## src/utf8v_pkg.sv

```systemverilog
// Shared types and constants for the UTF-8 stream validator.
// No dependencies; imported by every RTL module of the block.
`timescale 1ns / 1ps

package utf8v_pkg;

	// Default width of the offset, line and column counters.
	localparam int POSITION_BITS_DEF = 32;
	// Width of the reported position fields.
	localparam int OUT_BITS          = 32;
	// Entries in the queue between classifier and checker.
	localparam int QUEUE_DEPTH       = 2;

	// Byte range limits.
	localparam logic [7:0] BYTE_ASCII_MAX = 8'h7F;
	localparam logic [7:0] BYTE_L2_MIN    = 8'hC2;
	localparam logic [7:0] BYTE_L2_MAX    = 8'hDF;
	localparam logic [7:0] BYTE_L3_MIN    = 8'hE0;
	localparam logic [7:0] BYTE_L3_MAX    = 8'hEF;
	localparam logic [7:0] BYTE_L4_MIN    = 8'hF0;
	localparam logic [7:0] BYTE_L4_MAX    = 8'hF4;
	localparam logic [7:0] BYTE_CONT_MASK = 8'hC0;
	localparam logic [7:0] BYTE_CONT_TAG  = 8'h80;
	localparam logic [7:0] BYTE_LIM_A0    = 8'hA0;
	localparam logic [7:0] BYTE_LEAD_ED   = 8'hED;
	localparam logic [7:0] BYTE_LIM_90    = 8'h90;
	localparam logic [7:0] BYTE_NEWLINE   = 8'h0A;

	// Role of a byte where a new sequence would start.
	typedef enum logic [2:0] {
		KIND_ASCII,
		KIND_LEAD2,
		KIND_LEAD3,
		KIND_LEAD4,
		KIND_BAD
	} lead_kind_t;

	// Lead bytes that restrict the first continuation byte.
	typedef enum logic [2:0] {
		LC_NONE,
		LC_E0,
		LC_ED,
		LC_F0,
		LC_F4
	} lead_chk_t;

	// One classified byte beat.
	typedef struct packed {
		lead_kind_t kind;
		lead_chk_t  chk;
		logic       is_cont;
		logic       is_nl;
		logic       ge_a0;
		logic       ge_90;
		logic       last;
	} beat_t;

endpackage

```

## src/utf8v_front.sv

```systemverilog
// Front stage: accepts raw bytes and classifies them into beats.
// Depends on utf8v_pkg.
`timescale 1ns / 1ps

module utf8v_front
	import utf8v_pkg::*;
(
	input  logic       clk,
	input  logic       arst_n,
	input  logic       in_valid,
	output logic       in_ready,
	input  logic [7:0] data_byte,
	input  logic       last_byte,
	output logic       beat_valid,
	input  logic       beat_ready,
	output beat_t      beat
);

	beat_t cls;
	logic  valid_s1;
	beat_t beat_s1;

	// Classify the incoming byte with plain range compares.
	always_comb begin
		cls.kind = KIND_BAD;
		if (data_byte <= BYTE_ASCII_MAX) begin
			cls.kind = KIND_ASCII;
		end else if (data_byte >= BYTE_L2_MIN && data_byte <= BYTE_L2_MAX) begin
			cls.kind = KIND_LEAD2;
		end else if (data_byte >= BYTE_L3_MIN && data_byte <= BYTE_L3_MAX) begin
			cls.kind = KIND_LEAD3;
		end else if (data_byte >= BYTE_L4_MIN && data_byte <= BYTE_L4_MAX) begin
			cls.kind = KIND_LEAD4;
		end
		cls.chk = LC_NONE;
		if (data_byte == BYTE_L3_MIN) begin
			cls.chk = LC_E0;
		end else if (data_byte == BYTE_LEAD_ED) begin
			cls.chk = LC_ED;
		end else if (data_byte == BYTE_L4_MIN) begin
			cls.chk = LC_F0;
		end else if (data_byte == BYTE_L4_MAX) begin
			cls.chk = LC_F4;
		end
		cls.is_cont = (data_byte & BYTE_CONT_MASK) == BYTE_CONT_TAG;
		cls.is_nl   = data_byte == BYTE_NEWLINE;
		cls.ge_a0   = data_byte >= BYTE_LIM_A0;
		cls.ge_90   = data_byte >= BYTE_LIM_90;
		cls.last    = last_byte;
	end

	// Take a new byte whenever the stage is empty or draining.
	assign in_ready   = !valid_s1 || beat_ready;
	assign beat_valid = valid_s1;
	assign beat       = beat_s1;

	// Hold the stage valid flag.
	always_ff @(posedge clk or negedge arst_n) begin
		if (!arst_n) begin
			valid_s1 <= 1'b0;
		end else if (in_ready) begin
			valid_s1 <= in_valid;
		end
	end

	// Load the classified beat.
	always_ff @(posedge clk) begin
		if (in_valid && in_ready) begin
			beat_s1 <= cls;
		end
	end

endmodule

```

## src/utf8v_queue.sv

```systemverilog
// Small beat queue that decouples the classifier from the checker.
// Depends on utf8v_pkg.
`timescale 1ns / 1ps

module utf8v_queue
	import utf8v_pkg::*;
(
	input  logic  clk,
	input  logic  arst_n,
	input  logic  wr_valid,
	output logic  wr_ready,
	input  beat_t wr_beat,
	output logic  rd_valid,
	input  logic  rd_ready,
	output beat_t rd_beat
);

	localparam int PTR_BITS = (QUEUE_DEPTH > 1) ? $clog2(QUEUE_DEPTH) : 1;
	localparam int CNT_BITS = $clog2(QUEUE_DEPTH + 1);
	localparam logic [PTR_BITS-1:0] PTR_LAST = PTR_BITS'(QUEUE_DEPTH - 1);
	localparam logic [CNT_BITS-1:0] CNT_FULL = CNT_BITS'(QUEUE_DEPTH);
	localparam logic [CNT_BITS-1:0] CNT_ONE  = CNT_BITS'(1);

	beat_t               ent_q [QUEUE_DEPTH];
	logic [PTR_BITS-1:0] wr_ptr_q;
	logic [PTR_BITS-1:0] rd_ptr_q;
	logic [CNT_BITS-1:0] cnt_q;
	logic                push;
	logic                pop;

	assign wr_ready = cnt_q != CNT_FULL;
	assign rd_valid = cnt_q != '0;
	assign rd_beat  = ent_q[rd_ptr_q];
	assign push     = wr_valid && wr_ready;
	assign pop      = rd_valid && rd_ready;

	// Advance pointers and count.
	always_ff @(posedge clk or negedge arst_n) begin
		if (!arst_n) begin
			wr_ptr_q <= '0;
			rd_ptr_q <= '0;
			cnt_q    <= '0;
		end else begin
			if (push) begin
				wr_ptr_q <= (wr_ptr_q == PTR_LAST) ? '0 : wr_ptr_q + 1'b1;
			end
			if (pop) begin
				rd_ptr_q <= (rd_ptr_q == PTR_LAST) ? '0 : rd_ptr_q + 1'b1;
			end
			if (push && !pop) begin
				cnt_q <= cnt_q + CNT_ONE;
			end else if (pop && !push) begin
				cnt_q <= cnt_q - CNT_ONE;
			end
		end
	end

	// Store the written beat.
	always_ff @(posedge clk) begin
		if (push) begin
			ent_q[wr_ptr_q] <= wr_beat;
		end
	end

endmodule

```

## src/utf8v_back.sv

```systemverilog
// Back stage: sequence checker, position counters, error latch, result register.
// Depends on utf8v_pkg.
`timescale 1ns / 1ps

module utf8v_back
	import utf8v_pkg::*;
#(
	parameter int POSITION_BITS = POSITION_BITS_DEF
) (
	input  logic                clk,
	input  logic                arst_n,
	input  logic                beat_valid,
	output logic                beat_ready,
	input  beat_t               beat,
	output logic                out_valid,
	input  logic                out_ready,
	output logic                stream_valid,
	output logic [OUT_BITS-1:0] error_offset,
	output logic [OUT_BITS-1:0] error_line,
	output logic [OUT_BITS-1:0] error_column
);

	localparam int                   P      = POSITION_BITS;
	localparam logic [P-1:0]         ONE    = {{(P-1){1'b0}}, 1'b1};
	localparam logic [P-1:0]         PMAX   = '1;

	// Sequence state.
	logic [1:0]   pend_q, n_pend;
	lead_chk_t    chk_q, n_chk;
	logic         expect_q, n_expect;
	logic [P-1:0] pos_q, line_q, col_q;
	logic [P-1:0] seq_start_q, n_seq_start;
	logic [P-1:0] seq_col_q, n_seq_col;
	logic         err_seen_q, n_err_seen;
	logic [P-1:0] err_off_q, n_err_off;
	logic [P-1:0] err_line_q, n_err_line;
	logic [P-1:0] err_col_q, n_err_col;

	// Error hit on this beat.
	logic         err_hit;
	logic [P-1:0] hit_off, hit_col;
	logic         first_bad;
	logic         pop;

	// Result register.
	logic                out_valid_q;
	logic                res_ok_q;
	logic [OUT_BITS-1:0] res_off_q, res_line_q, res_col_q;
	logic [OUT_BITS-1:0] cl_off, cl_line, cl_col;

	// Stall only a final beat while an earlier result still waits.
	assign beat_ready = !beat.last || !out_valid_q || out_ready;
	assign pop        = beat_valid && beat_ready;

	assign first_bad = (chk_q == LC_E0 && !beat.ge_a0) || (chk_q == LC_ED && beat.ge_a0) ||
	                   (chk_q == LC_F0 && !beat.ge_90) || (chk_q == LC_F4 && beat.ge_90);

	// Check the beat against the open sequence and latch the first error.
	always_comb begin
		n_pend      = pend_q;
		n_chk       = chk_q;
		n_expect    = expect_q;
		n_seq_start = seq_start_q;
		n_seq_col   = seq_col_q;
		err_hit     = 1'b0;
		hit_off     = seq_start_q;
		hit_col     = seq_col_q;
		if (!err_seen_q) begin
			if (pend_q == 2'd0) begin
				case (beat.kind)
					KIND_ASCII: begin
					end
					KIND_LEAD2, KIND_LEAD3, KIND_LEAD4: begin
						n_pend      = (beat.kind == KIND_LEAD2) ? 2'd1 :
						              (beat.kind == KIND_LEAD3) ? 2'd2 : 2'd3;
						n_chk       = beat.chk;
						n_expect    = 1'b1;
						n_seq_start = pos_q;
						n_seq_col   = col_q;
					end
					default: begin
						err_hit = 1'b1;
						hit_off = pos_q;
						hit_col = col_q;
					end
				endcase
			end else if (!beat.is_cont || (expect_q && first_bad)) begin
				err_hit = 1'b1;
			end else begin
				n_expect = 1'b0;
				n_pend   = pend_q - 2'd1;
			end
			// Flag a sequence cut short by the end of the stream.
			if (beat.last && !err_hit && n_pend != 2'd0) begin
				err_hit = 1'b1;
				hit_off = n_seq_start;
				hit_col = n_seq_col;
			end
		end
		n_err_seen = err_seen_q || err_hit;
		n_err_off  = err_hit ? hit_off : err_off_q;
		n_err_line = err_hit ? line_q  : err_line_q;
		n_err_col  = err_hit ? hit_col : err_col_q;
	end

	// Clamp latched positions to the reported width.
	generate
		if (P > OUT_BITS) begin : g_clamp
			assign cl_off  = (|n_err_off[P-1:OUT_BITS])  ? '1 : n_err_off[OUT_BITS-1:0];
			assign cl_line = (|n_err_line[P-1:OUT_BITS]) ? '1 : n_err_line[OUT_BITS-1:0];
			assign cl_col  = (|n_err_col[P-1:OUT_BITS])  ? '1 : n_err_col[OUT_BITS-1:0];
		end else begin : g_ext
			assign cl_off  = OUT_BITS'(n_err_off);
			assign cl_line = OUT_BITS'(n_err_line);
			assign cl_col  = OUT_BITS'(n_err_col);
		end
	endgenerate

	// Advance state per beat; clear for the next stream after the final beat.
	always_ff @(posedge clk or negedge arst_n) begin
		if (!arst_n) begin
			pend_q      <= 2'd0;
			chk_q       <= LC_NONE;
			expect_q    <= 1'b0;
			pos_q       <= '0;
			seq_start_q <= '0;
			line_q      <= ONE;
			col_q       <= ONE;
			seq_col_q   <= ONE;
			err_seen_q  <= 1'b0;
			err_off_q   <= '0;
			err_line_q  <= '0;
			err_col_q   <= '0;
		end else if (pop) begin
			if (beat.last) begin
				pend_q      <= 2'd0;
				chk_q       <= LC_NONE;
				expect_q    <= 1'b0;
				pos_q       <= '0;
				seq_start_q <= '0;
				line_q      <= ONE;
				col_q       <= ONE;
				seq_col_q   <= ONE;
				err_seen_q  <= 1'b0;
				err_off_q   <= '0;
				err_line_q  <= '0;
				err_col_q   <= '0;
			end else begin
				pend_q      <= n_pend;
				chk_q       <= n_chk;
				expect_q    <= n_expect;
				seq_start_q <= n_seq_start;
				seq_col_q   <= n_seq_col;
				err_seen_q  <= n_err_seen;
				err_off_q   <= n_err_off;
				err_line_q  <= n_err_line;
				err_col_q   <= n_err_col;
				pos_q       <= (pos_q == PMAX) ? pos_q : pos_q + ONE;
				if (beat.is_nl) begin
					line_q <= (line_q == PMAX) ? line_q : line_q + ONE;
					col_q  <= ONE;
				end else begin
					col_q  <= (col_q == PMAX) ? col_q : col_q + ONE;
				end
			end
		end
	end

	// Hold the result valid until taken.
	always_ff @(posedge clk or negedge arst_n) begin
		if (!arst_n) begin
			out_valid_q <= 1'b0;
		end else if (pop && beat.last) begin
			out_valid_q <= 1'b1;
		end else if (out_ready) begin
			out_valid_q <= 1'b0;
		end
	end

	// Load the result payload.
	always_ff @(posedge clk) begin
		if (pop && beat.last) begin
			res_ok_q   <= !n_err_seen;
			res_off_q  <= n_err_seen ? cl_off  : '0;
			res_line_q <= n_err_seen ? cl_line : '0;
			res_col_q  <= n_err_seen ? cl_col  : '0;
		end
	end

	assign out_valid    = out_valid_q;
	assign stream_valid = res_ok_q;
	assign error_offset = res_off_q;
	assign error_line   = res_line_q;
	assign error_column = res_col_q;

endmodule

```

## src/utf8_stream_validator.sv

```systemverilog
// Top level of the strict UTF-8 stream validator.
// Depends on utf8v_pkg, utf8v_front, utf8v_queue and utf8v_back.
//
// Usage:
//   Input channel (in_valid/in_ready) carries one byte per beat, data_byte
//   plus last_byte marking the final byte of a stream.
//   Output channel (out_valid/out_ready) carries one result per stream:
//   stream_valid, and for an invalid stream the offset, 1-based line and
//   1-based byte column of the first bad sequence's lead byte (all zero
//   when the stream is valid). Positions saturate.
//   Throughput: one byte per cycle, limited by the check and counter update
//   in the back stage, unless a final byte waits behind a stalled result.
//   After the final byte is accepted it passes the classifier register,
//   then the queue, and its verdict is loaded into the result register.
//   Reset clears all stream state: the block starts a fresh stream with no
//   result pending. After each final byte the state clears again by itself.
//   A stalled receiver holds the result; bytes keep flowing until a final
//   byte reaches the checker while a result still waits, and then the
//   queue and classifier fill and in_ready drops.
`timescale 1ns / 1ps

module utf8_stream_validator
	import utf8v_pkg::*;
#(
	parameter int POSITION_BITS = POSITION_BITS_DEF
) (
	input  logic                clk,
	input  logic                arst_n,
	input  logic                in_valid,
	output logic                in_ready,
	input  logic [7:0]          data_byte,
	input  logic                last_byte,
	output logic                out_valid,
	input  logic                out_ready,
	output logic                stream_valid,
	output logic [OUT_BITS-1:0] error_offset,
	output logic [OUT_BITS-1:0] error_line,
	output logic [OUT_BITS-1:0] error_column
);

	logic  fr_valid, fr_ready;
	beat_t fr_beat;
	logic  q_valid, q_ready;
	beat_t q_beat;

	// Classify incoming bytes.
	utf8v_front u_front (
		.clk        (clk),
		.arst_n     (arst_n),
		.in_valid   (in_valid),
		.in_ready   (in_ready),
		.data_byte  (data_byte),
		.last_byte  (last_byte),
		.beat_valid (fr_valid),
		.beat_ready (fr_ready),
		.beat       (fr_beat)
	);

	// Decouple front and back.
	utf8v_queue u_queue (
		.clk      (clk),
		.arst_n   (arst_n),
		.wr_valid (fr_valid),
		.wr_ready (fr_ready),
		.wr_beat  (fr_beat),
		.rd_valid (q_valid),
		.rd_ready (q_ready),
		.rd_beat  (q_beat)
	);

	// Check sequences and emit the result.
	utf8v_back #(
		.POSITION_BITS (POSITION_BITS)
	) u_back (
		.clk          (clk),
		.arst_n       (arst_n),
		.beat_valid   (q_valid),
		.beat_ready   (q_ready),
		.beat         (q_beat),
		.out_valid    (out_valid),
		.out_ready    (out_ready),
		.stream_valid (stream_valid),
		.error_offset (error_offset),
		.error_line   (error_line),
		.error_column (error_column)
	);

endmodule

```

## config.mk

```make
export PLATFORM = sky130hd
export DESIGN_NAME = utf8_stream_validator
export DESIGN_NICKNAME = d
export VERILOG_FILES = /design/src/utf8v_pkg.sv /design/src/utf8v_front.sv /design/src/utf8v_queue.sv /design/src/utf8v_back.sv /design/src/utf8_stream_validator.sv
export SDC_FILE = /design/constraint.sdc
export NUM_CORES = 1
export LEC_CHECK = 0
export ABC_AREA = 0
export BUFFER_PORTS_ARGS = -buffer_cell sky130_fd_sc_hd__buf_2
export CAP_MARGIN = 10
export CORE_MARGIN = 2
export CORE_UTILIZATION = 50
export DETAILED_ROUTE_END_ITERATION = 16
export PLACE_DENSITY_LB_ADDON = 0.2
export SYNTH_ARGS = -nofsm -noshare
export SYNTH_HDL_FRONTEND = slang
export SYNTH_SLANG_ARGS = --single-unit
```

## constraint.sdc

```tcl
create_clock -name clk -period 4.3 [get_ports clk]
set_input_delay 0.645 -clock clk [delete_from_list [all_inputs] [get_ports clk]]
set_output_delay 0.645 -clock clk [all_outputs]
set_load 0.01 [all_outputs]
```

# Word level (Yosys, flattened, before mapping)
# Memory sizes are Yosys's and may differ from the RTL's.
# Cells that the tools add are included.
# word_totals
memories	1
input_bits	13
wordCells	194
reg_bits	377
out_inout_bits	99
ram_bits	22
# mem_list
memory	depth	word_bits	rd	rd_clocked_by_memory_dff	wr	line_no	text
u_queue.ent_q	2	11	1	0	1	utf8v_queue.sv:24	beat_t ent_q [QUEUE_DEPTH];
# op_classes
order_cmp	9
muxes	68
n_reduce_logical	54
n_eq_ne	23
addsub	8
# ops
op	count
32-bit two-way mux	30
32-bit by 1-bit adder with 32-bit output, second input constant	3
32-bit == test, second input constant	3
8-bit >= comparator, second input constant	5
8-bit == test, second input constant	4
8-bit <= comparator, second input constant	3
2-bit two-way mux	12
1-bit two-way mux	20
3-bit two-way mux	6
1-bit logical AND	16
2-bit nonzero test	7
3-bit by 2-bit == test with 1-bit output, second input constant	4
1-bit logical NOT	10
3-bit OR reduction	3
8-bit by 4-bit == test with 1-bit output, second input constant	1
8-bit by 7-bit <= comparator with 1-bit output, second input constant	1
1-bit logical OR	8
4-bit AND reduction	2
3-bit by 1-bit == test with 1-bit output, second input constant	2
2-bit by 1-bit != test with 1-bit output, second input constant	3
3-bit by 2-bit != test with 1-bit output, second input constant	2
2-bit AND reduction	3
4-bit OR reduction	1
2-bit by 1-bit subtractor with 2-bit output, second input constant	2
other kinds (10)	11

# Depth between registers and ports, before layout
# Gate-level depths: netlist of the first run.
# An unclocked memory read counts as a cell.
# depth
word_depth	18
ltp_mapped	11
depth_no_buf	9

# Hierarchy
# A second synthesis of the first run with hierarchy kept.
# unflattened
cells_unflattened	1657
hier_area_um2	18011.0
# by_module_without_submodules
mod	cells_each	n_inst	seq_area_each_um2	area_each_um2
utf8v_back	1565	1	9522.9	16475.8
utf8v_queue	52	1	760.7	1003.5
utf8v_front	40	1	355.3	531.8

# Least setup slack after synthesis of the first run
# OpenSTA, ideal clock, no wires.
# synth_timing
path_type	reg2reg
start	register u_queue.rd_ptr_q
end	register u_back.res_col_q[0], in the netlist u_back.error_column[0] (enable)
period_less_slack_ns	4.598
n_path_buf	2
arrival_time_ns	4.099
path_stages_with_launch	7
setup_time_ns	0.499
t_required_ns	3.801
setup_slack_ns	-0.298
cell_sequence	dfrtp_1 > buf_4 > mux2_4 > a21oi_4 > nand2_1 > clkinv_1 > clkbuf_1
# synth_between
elab_chain_len	6
# synth_rtl
element	line_no	text
start: declaration	utf8v_queue.sv:26	logic [PTR_BITS-1:0] rd_ptr_q;
start signal: assignment	utf8v_queue.sv:48	rd_ptr_q <= (rd_ptr_q == PTR_LAST) ? '0 : rd_ptr_q + 1'b1;
memory read 2 x 11 bit *	-	
1-bit logical NOT	utf8v_back.sv:52	assign beat_ready = !beat.last || !out_valid_q || out_ready;
1-bit logical OR (2 in series)	utf8v_back.sv:52	
1-bit logical AND	utf8v_back.sv:53	assign pop = beat_valid && beat_ready;
1-bit logical AND *	utf8v_back.sv:182	if (pop && beat.last) begin
end signal: assignment	utf8v_back.sv:186	res_col_q <= n_err_seen ? cl_col : '0;
end: declaration	utf8v_back.sv:48	logic [OUT_BITS-1:0] res_off_q, res_line_q, res_col_q;
# Every way passes the cells marked *; elsewhere a longest branch is shown, timed or not.
# A chain may end at the register's enable or synchronous reset.

# Worst setup path in the final report of the first run
# layout_timing
start	register u_queue.rd_ptr_q
end	register u_back.res_col_q[6], in the netlist u_back.error_column[6] (data pin)
# layout_between
elab_chain_len	17
elab_cells_between_ends	43
cone_classes	3 x eq/ne; 19 x mux; 20 x reduce/logical; 1 x memory
# layout_rtl
element	line_no	text
memory read 2 x 11 bit *	-	
1-bit logical NOT	utf8v_back.sv:55	assign first_bad = (chk_q == LC_E0 && !beat.ge_a0) || (chk_q == LC_ED && beat.ge_a0) ||
1-bit logical AND	utf8v_back.sv:55	
1-bit logical OR (2 in series)	utf8v_back.sv:55	
1-bit logical OR	utf8v_back.sv:56	(chk_q == LC_F0 && !beat.ge_90) || (chk_q == LC_F4 && beat.ge_90);
1-bit logical AND	utf8v_back.sv:87	end else if (!beat.is_cont || (expect_q && first_bad)) begin
1-bit logical OR	utf8v_back.sv:87	
1-bit two-way mux	utf8v_back.sv:87	
1-bit two-way mux	utf8v_back.sv:69	if (pend_q == 2'd0) begin
1-bit two-way mux	utf8v_back.sv:68	if (!err_seen_q) begin
1-bit logical NOT	utf8v_back.sv:94	if (beat.last && !err_hit && n_pend != 2'd0) begin
1-bit logical AND (2 in series)	utf8v_back.sv:94	
32-bit two-way mux or 1-bit two-way mux (tied branches)	utf8v_back.sv:94	
32-bit two-way mux or 1-bit two-way mux (tied branches)	utf8v_back.sv:68	
32-bit two-way mux or 1-bit logical OR (tied branches)	utf8v_back.sv:103, utf8v_back.sv:100	
# Every way passes the cells marked *; elsewhere a longest branch is shown, timed or not. The select of a mux whose other input is x is not followed.

==> results of run 1 <==
cells by family (layout without fill, tap and decap cells):
logic type / count (synthesis) / after routing / synth area share
flip-flops: 399 / 399 / 0.602
XOR/XNOR: 77 / 77 / 0.0382
adder cells (fa/ha/maj): 5 / 5 / 0.00354
multiplexers: 69 / 69 / 0.0407
AND/OR/NAND/NOR: 448 / 448 / 0.122
buffers and inverters: 147 / 262 / 0.0373
AO/OA/AOI/OAI: 350 / 350 / 0.156
synthesized netlist by cell type, types with 10 or more instances:
cell and n:
clkbuf_1 55, o21ai_0 24, o2bb2ai_1 64, edfxtp_1 130, nor3_1 29, buf_2 28, nand4_1 25, or3_1 12
and3_1 18, xnor2_1 46, xor2_1 31, inv_1 46, nand3_1 37, a21oi_1 24, nand2_1 155, o31ai_1 107
mux2i_1 61, dfrtp_1 266, a22o_1 97, nor2_1 112, and4_1 10
routing by layer:
metal / up-vias / global-route usage / share of wire
met3: 57 / 0.0301 / 0.050
met1: 5987 / 0.310 / 0.47
met5: - / 0 / 0
li1: 5669 / - / -
met2: 325 / 0.335 / 0.46
met4: 0 / 0.0695 / 0.021
metrics by stage:
stage               power (mW)  cells  worst slack [ns]  hold slack [ns]  utilization
CTS                       13.0   2065             0.921            0.175        0.575
floorplan                 8.05   1495              1.25            0.349            -
global route              13.6   2065             0.704            0.207        0.575
global placement          9.47   1985              1.03            0.426        0.537
finish                    12.9   2065             0.899            0.130        0.575
detailed placement        9.53   1985             0.894            0.434        0.537
cell usage in the layout, fill, tap and decap left out, types with 6 or more instances in the layout:
cell and count:
clkbuf_16 45, inv_1 46, nor3_1 29, nor4_1 6, mux2i_1 61, dfrtp_1 265
o21ai_0 24, o2bb2ai_1 64, and3_1 18, xor2_1 31, xnor2_1 46, nand2b_1 7
nor2_1 112, buf_2 110, and2_1 8, nand4_1 25, buf_4 19, nand3_1 37
or3_1 12, nor4_2 6, a21oi_1 24, clkbuf_1 12, a22o_1 97, clkinv_2 10
nand2_1 153, and4_1 10, edfxtp_1 130, o31ai_1 107
worst min-delay path by stage:
stage                                  startpoint                          endpoint  slack [ns]  depth (start not counted)
floorplan                                  arst_n       u_back.chk_q[0]$_DFFE_PN0P_        0.35                          0
global placement    u_front.beat[7]$_SDFFCE_PP0P_     u_queue.ent_q[0][7]$_DFFE_PP_        0.43                          0
detailed placement      u_front.beat[0]$_DFFE_PP_     u_queue.ent_q[1][0]$_DFFE_PP_        0.43                          0
CTS                                        arst_n  u_back.err_col_q[16]$_DFFE_PN0P_        0.17                          1
global route                               arst_n  u_back.err_col_q[15]$_DFFE_PN0P_        0.21                          1
finish                                     arst_n  u_back.err_col_q[16]$_DFFE_PN0P_        0.13                          1
power groups by stage:
| stage | sequential, mW | combinational [mW] | clock [mW] |
|---|---|---|---|
| floorplan | 5.27 | 2.78 | 0 |
| finish | 5.21 | 4.20 | 3.46 |
| global placement | 5.27 | 4.19 | 0 |
| detailed placement | 5.28 | 4.25 | 0 |
| global route | 5.30 | 4.59 | 3.69 |
| CTS | 5.22 | 4.26 | 3.54 |
area by class of cell:
cell class | count | area, um2
inverter | 48 | 185
sequential | 399 | 10600
multi-input combinational | 949 | 6420
timing repair buffer | 134 | 788
clock inverter | 19 | 98.8
fill | 2854 | 14700
clock buffer | 61 | 1230
tap | 455 | 569
==> impl_metrics.py, run 1 <==
metrics = {
    "outcome": {
        "status": "completed",
    },
    "worst_setup_path": {
        "critPathMaxStageDelay_ns": 0.79,
        "crit_family": "compound AO/OA/AOI/OAI gates",
        "r2r-start": "u_queue.rd_ptr_q$_DFFE_PN0P_",
        "r2r-end": "u_back.error_column[6]$_SDFFCE_PP0P_",
        "crit_slowest_cell": "dfrtp_1",
        "cp-end-kind": "flop",
        "rr_worst_depth": 7,
        "path_cells": "mux2i_1 -> o32ai_1 -> o21ai_1 -> mux2_2 -> o22ai_4 -> buf_12 -> o31ai_1",
        "startpoint_type": "flop",
        "crit_required_ns": 4.54,
        "cp.depth": 7,
        "crit_type": "flop to flop",
        "crit_path_start": "u_queue.rd_ptr_q$_DFFE_PN0P_",
        "critPathMaxFanout": 79,
        "crit_path_end": "u_back.error_column[6]$_SDFFCE_PP0P_",
        "reg2reg_slack_ns": 0.90,
        "worstPathArrival_ns": 3.64,
        "crit_buf_inv": 1,
    },
    "floorplan": {
        "die_w_um": 192,
        "die-area_um2": 36800,
        "pin_count": 112,
        "num_rows": 68,
        "core-area_um2": 34600,
        "die_height_um": 192,
        "start_util": 0.510,
    },
    "synth": {
        "yosysSeqAreaShare": 0.602,
        "ys_seq_elements": 399,
        "yosysTopAreaCellShare": 0.377,
        "async_flop_share": 0.674,
        "yosys-top-cells-area": "dfrtp_1 (38%), edfxtp_1 (22%), a22o_1 (4.8%), o31ai_1 (4.5%), mux2i_1 (3.5%)",
        "avgSynthCellArea_um2": 11.8,
        "ys_warn_count": 0,
        "syn_area_um2": 17700,
        "syn-instance-count": 1495,
        "synth_edf_count": 130,
        "yosys.area.top_type": "dfrtp_1",
        "synth_cell_types": 72,
        "synth_flop_cell": "dfrtp_1",
        "syn_nets": 1513,
    },
    "cells_and_area": {
        "final_area_um2": 19900,
        "nets": 1594,
        "drive_gt1_frac": 0.145,
        "antennaDiodeCount": 0,
        "area_growth_pct": 12.8,
    },
    "cts": {
        "cts_tree": "yes",
        "cts_resized": 0,
        "cts_hold_buf": 0,
        "cts_max_level": 2,
        "cts_setup_buffers": 0,
        "cts_made_buffers": 44,
        "cts.sinks": 399,
        "cts_buffer_depth": 3,
        "root_buffer": "clkbuf_16",
        "clk_pin_slew_ns": 0.06,
        "clock_latency_ns": 0.54,
    },
    "power": {
        "power.leakage_nw": 8.23,
        "p_comb_frac": 0.327,
        "p_switching_mw": 5.03,
        "p_seq_frac": 0.405,
        "clock_power_share": 0.268,
        "sw_frac_of_total": 0.391,
        "power_density_nw_per_um2": 646,
        "ir_worst_vdd_mv": 0.502,
        "internal_power_mw": 7.84,
    },
    "placed_design": {
        "place_congestion": 0.833,
        "dp_hpwl_mm": 24.0,
        "io_buffers": 111,
        "dpl_cell_area_um2": 18600,
    },
    "route": {
        "firstDrtPassIters": 5,
        "postRouteAntennaNets": 0,
        "drt-initial-drc-count": 646,
        "drc": 0,
        "vias": 12000,
        "via_per_inst": 5.83,
        "routed_wl_mm": 38.6,
        "wl_per_cell_um": 18.7,
    },
    "sta": {
        "clock.fmax_mhz": 294,
        "fin_tns_setup_ns": 0,
        "fin_crit_sh": 0.791,
        "hold_viol_final": 0,
        "tightest_slew_ns": 1.08,
        "fin_skew_ns": 0.0209,
        "drv_slew": 0,
        "period_minus_slack_ns": 3.40,
        "rsz0062_at_grt": "no",
        "setup_viol": 0,
        "slew_headroom": 0.276,
    },
    "global_routing": {
        "antenna_found_initial": 0,
        "grt_pass1_vias": 11700,
        "grt-ovfl-total": 0,
        "grt_use_total": 0.214,
        "grt_pass1_wl_mm": 63.3,
        "grt_max_degree": 103,
    },
    "hold_path": {
        "hold_class": "input port to async pin",
    },
    "run": {
        "cap_violations": 0,
    },
}
(Power assumes the default switching activity.)
==> run 2, diff against run 1 <==
--- a/config.mk
+++ b/config.mk
@@ -5,7 +5,7 @@
 export SDC_FILE = /design/constraint.sdc
 export NUM_CORES = 1
 export LEC_CHECK = 0
-export ABC_AREA = 0
+export ABC_AREA = 1
 export BUFFER_PORTS_ARGS = -buffer_cell sky130_fd_sc_hd__buf_2
 export CAP_MARGIN = 10
 export CORE_MARGIN = 2
==> constraint.sdc (replaced) <==
create_clock -name clk -period 3.5 [get_ports clk]
set_input_delay 0.525 -clock clk [delete_from_list [all_inputs] [get_ports clk]]
set_output_delay 0.525 -clock clk [all_outputs]
set_load 0.01 [all_outputs]
==> run 2 against run 1 <==
  * Utilization down 1.2 points
  * Clock power up 32%
  * Fmax up 13%
  * Global-route usage up 4.0 points
  * Final area up 18%
  * Worst hold slack worse by 0.11 ns
  * Non-clock buffer count up 23
  * Critical path depth up 5
  * Worst setup slack worse by 0.42 ns
  * Cell count up 63%
  * Sequential power up 45%
  * Critical path type unchanged
  * Critical endpoint is now u_back.error_offset[18]$_SDFFCE_PP0P_
  * Highest routed layer unchanged
==> impl_metrics.py, run 2 <==
metrics = {
    "power": {
        "power.leakage_nw": 10.9,
        "power_density_nw_per_um2": 1070,
        "ir_worst_vdd_mv": 1.09,
    },
    "hold_path": {
        "hold_class": "input port to async pin",
    },
    "sta": {
        "setup_viol": 0,
        "rsz0062_at_grt": "no",
        "setup_slack_ns": 0.481,
        "fin_crit_sh": 0.862,
        "drv_slew": 0,
        "clock.fmax_mhz": 331,
        "hold_viol_final": 0,
        "tightest_slew_ns": 1.17,
        "slew_headroom": 0.217,
        "holdWs_ns": 0.0246,
        "fin_skew_ns": 0.00886,
        "period_minus_slack_ns": 3.02,
        "fin_tns_setup_ns": 0,
    },
    "cells_and_area": {
        "multiInputGateArea_um2": 8460,
        "final-seq-area_um2": 10600,
        "final_common_cell": "nand2_1",
        "mostFrequentLayoutCells": "nand2_1 (860), inv_1 (335), dfrtp_1 (266)",
        "nets": 2807,
        "area_growth_pct": 12.0,
        "drive_gt1_frac": 0.0882,
        "antennaDiodeCount": 0,
        "nFillCells": 3778,
    },
    "synth": {
        "synth_edf_count": 130,
        "yosysMostFrequentCell": "nand2_1",
        "synth_cell_types": 42,
        "synthTopCellsByCount": "nand2_1 (862), inv_1 (337), dfrtp_1 (266)",
        "yosysSeqAreaShare": 0.506,
        "async_flop_share": 0.674,
        "syn_nets": 2745,
        "syn-instance-count": 2727,
        "yosys.area.top_type": "dfrtp_1",
        "ys_warn_count": 0,
        "synth_flop_cell": "dfrtp_1",
        "yosys-top-cells-area": "dfrtp_1 (32%), edfxtp_1 (19%), nand2_1 (15%), inv_1 (6.0%), nand3_1 (5.8%)",
        "avgSynthCellArea_um2": 7.71,
        "syn_area_um2": 21000,
        "yosysTopAreaCellShare": 0.317,
        "ys_seq_elements": 399,
    },
    "cts": {
        "cts_buffer_depth": 3,
        "clk_pin_slew_ns": 0.06,
        "cts_made_buffers": 44,
        "cts_hold_buf": 0,
        "cts_tree": "yes",
        "root_buffer": "clkbuf_16",
        "cts_setup_buffers": 0,
        "cts_max_level": 2,
        "clock_latency_ns": 0.57,
        "cts_resized": 0,
        "cts.sinks": 399,
    },
    "outcome": {
        "status": "completed",
    },
    "global_routing": {
        "antenna_found_initial": 1,
        "grt_max_degree": 100,
        "grt_pass1_vias": 17600,
        "grt-ovfl-total": 0,
        "grt_use_total": 0.254,
        "grt_pass1_wl_mm": 90.5,
    },
    "route": {
        "routed_wl_mm": 54.9,
        "wl_met1_mm": 25.1,
        "wl_per_cell_um": 16.3,
        "firstDrtPassIters": 6,
        "dr_wl_met2_mm": 25.6,
        "drt-initial-drc-count": 1481,
        "via_per_inst": 5.41,
        "wl_met3_mm": 2.87,
        "drc": 0,
        "highest_layer": "met4",
        "vias": 18200,
        "postRouteAntennaNets": 0,
    },
    "floorplan": {
        "start_util": 0.504,
        "core-area_um2": 41800,
        "die_height_um": 209,
        "die_w_um": 209,
        "pin_count": 112,
        "num_rows": 75,
        "die-area_um2": 43700,
    },
    "worst_setup_path": {
        "crit_path_start": "u_queue.rd_ptr_q$_DFFE_PN0P_",
        "crit_type": "flop to flop",
        "rr_worst_depth": 12,
        "startpoint_type": "flop",
        "worstPathArrival_ns": 3.32,
        "crit_required_ns": 3.80,
        "reg2reg_slack_ns": 0.48,
        "r2r-end": "u_back.error_offset[18]$_SDFFCE_PP0P_",
        "cp-end-kind": "flop",
        "critPathMaxFanout": 64,
        "r2r-start": "u_queue.rd_ptr_q$_DFFE_PN0P_",
    },
    "placed_design": {
        "io_buffers": 111,
        "dp_hpwl_mm": 36.0,
        "dp_slack_ns": 0.553,
        "place_congestion": 0.904,
    },
    "run": {
        "cap_violations": 0,
    },
}
-- run 2: cell types whose count changed in the layout (fill, tap and decap cells not counted), moves of 31 or more --
cell,before,now
o22ai_1,1,66
inv_1,46,335
nand3_1,37,243
o31ai_1,107,26
o21ai_0,24,195
nor3_1,29,60
a22o_1,97,0
xnor2_1,46,7
o2bb2ai_1,64,0
mux2i_1,61,3
nand2_1,153,860
nor2_1,112,207
-- run 2: cell type report --
class | count | area share
sequential | 399 | 0.452
clock buffer | 68 | 0.0554
timing repair buffer | 157 | 0.0456
clock inverter | 11 | 0.00425
tap | 539 | 0.0286
multi-input combinational | 1842 | 0.359
inverter | 345 | 0.0551
-- run 2: routing by layer --
metal | global-route usage | vias up
li1 | - | 8937
met1 | 0.352 | 8620
met2 | 0.415 | 556
met3 | 0.0335 | 84
met4 | 0.0840 | 0
met5 | 0 | -
-- run 2: cells by family after synthesis --
family,share of synthesized area
flops,0.506
mux,0.00143
compound gates,0.0923
fa+ha+maj,0.00297
buf+inv,0.0941
xor+xnor,0.0183
simple gates,0.285
-- run 2: how the worst max path moves through the flow --
stage                                                 end  slack, ns  cells past startpoint
finish              u_back.error_offset[18]$_SDFFCE_PP0P_       0.48                     12
global route         u_back.error_column[7]$_SDFFCE_PP0P_       0.22                     19
CTS                    u_back.error_line[4]$_SDFFCE_PP0P_       0.55                     19
detailed placement   u_back.error_column[0]$_SDFFCE_PP0P_       0.55                     18
global placement     u_back.error_column[0]$_SDFFCE_PP0P_       0.63                     12
floorplan            u_back.error_column[0]$_SDFFCE_PP0P_       0.48                      9
-- run 2: critical path, cell delays in order (launching register included) --
cell and delay [ns]:
dfrtp_1 0.51, buf_4 0.22, mux2i_1 0.31, nor2_1 0.11
o211ai_1 0.16, nand2_1 0.11, nand2_2 0.10, buf_4 0.63
nand3_1 0.15, nand2_1 0.21, nand2_1 0.10, nand2_1 0.08
nor2_1 0.04
-- run 2: power by group --
group	switching, mW	internal [mW]	leakage, nW
registers	0.632	6.94	4.86
logic	9.34	3.81	5.38
clock network	1.87	2.70	0.689
total	11.8	13.5	10.9
-- run 2: per-stage QoR --
stage | cell area [um2] | utilization | instances | power [mW]
after global routing | 23500 | 0.564 | 3361 | 27.4
after floorplan | 21000 | - | 2727 | 16.8
after CTS | 23500 | 0.564 | 3361 | 25.4
after detailed placement | 22100 | 0.530 | 3282 | 20.7
final | 23500 | 0.564 | 3361 | 25.3
after global placement | 22100 | 0.530 | 3282 | 20.3
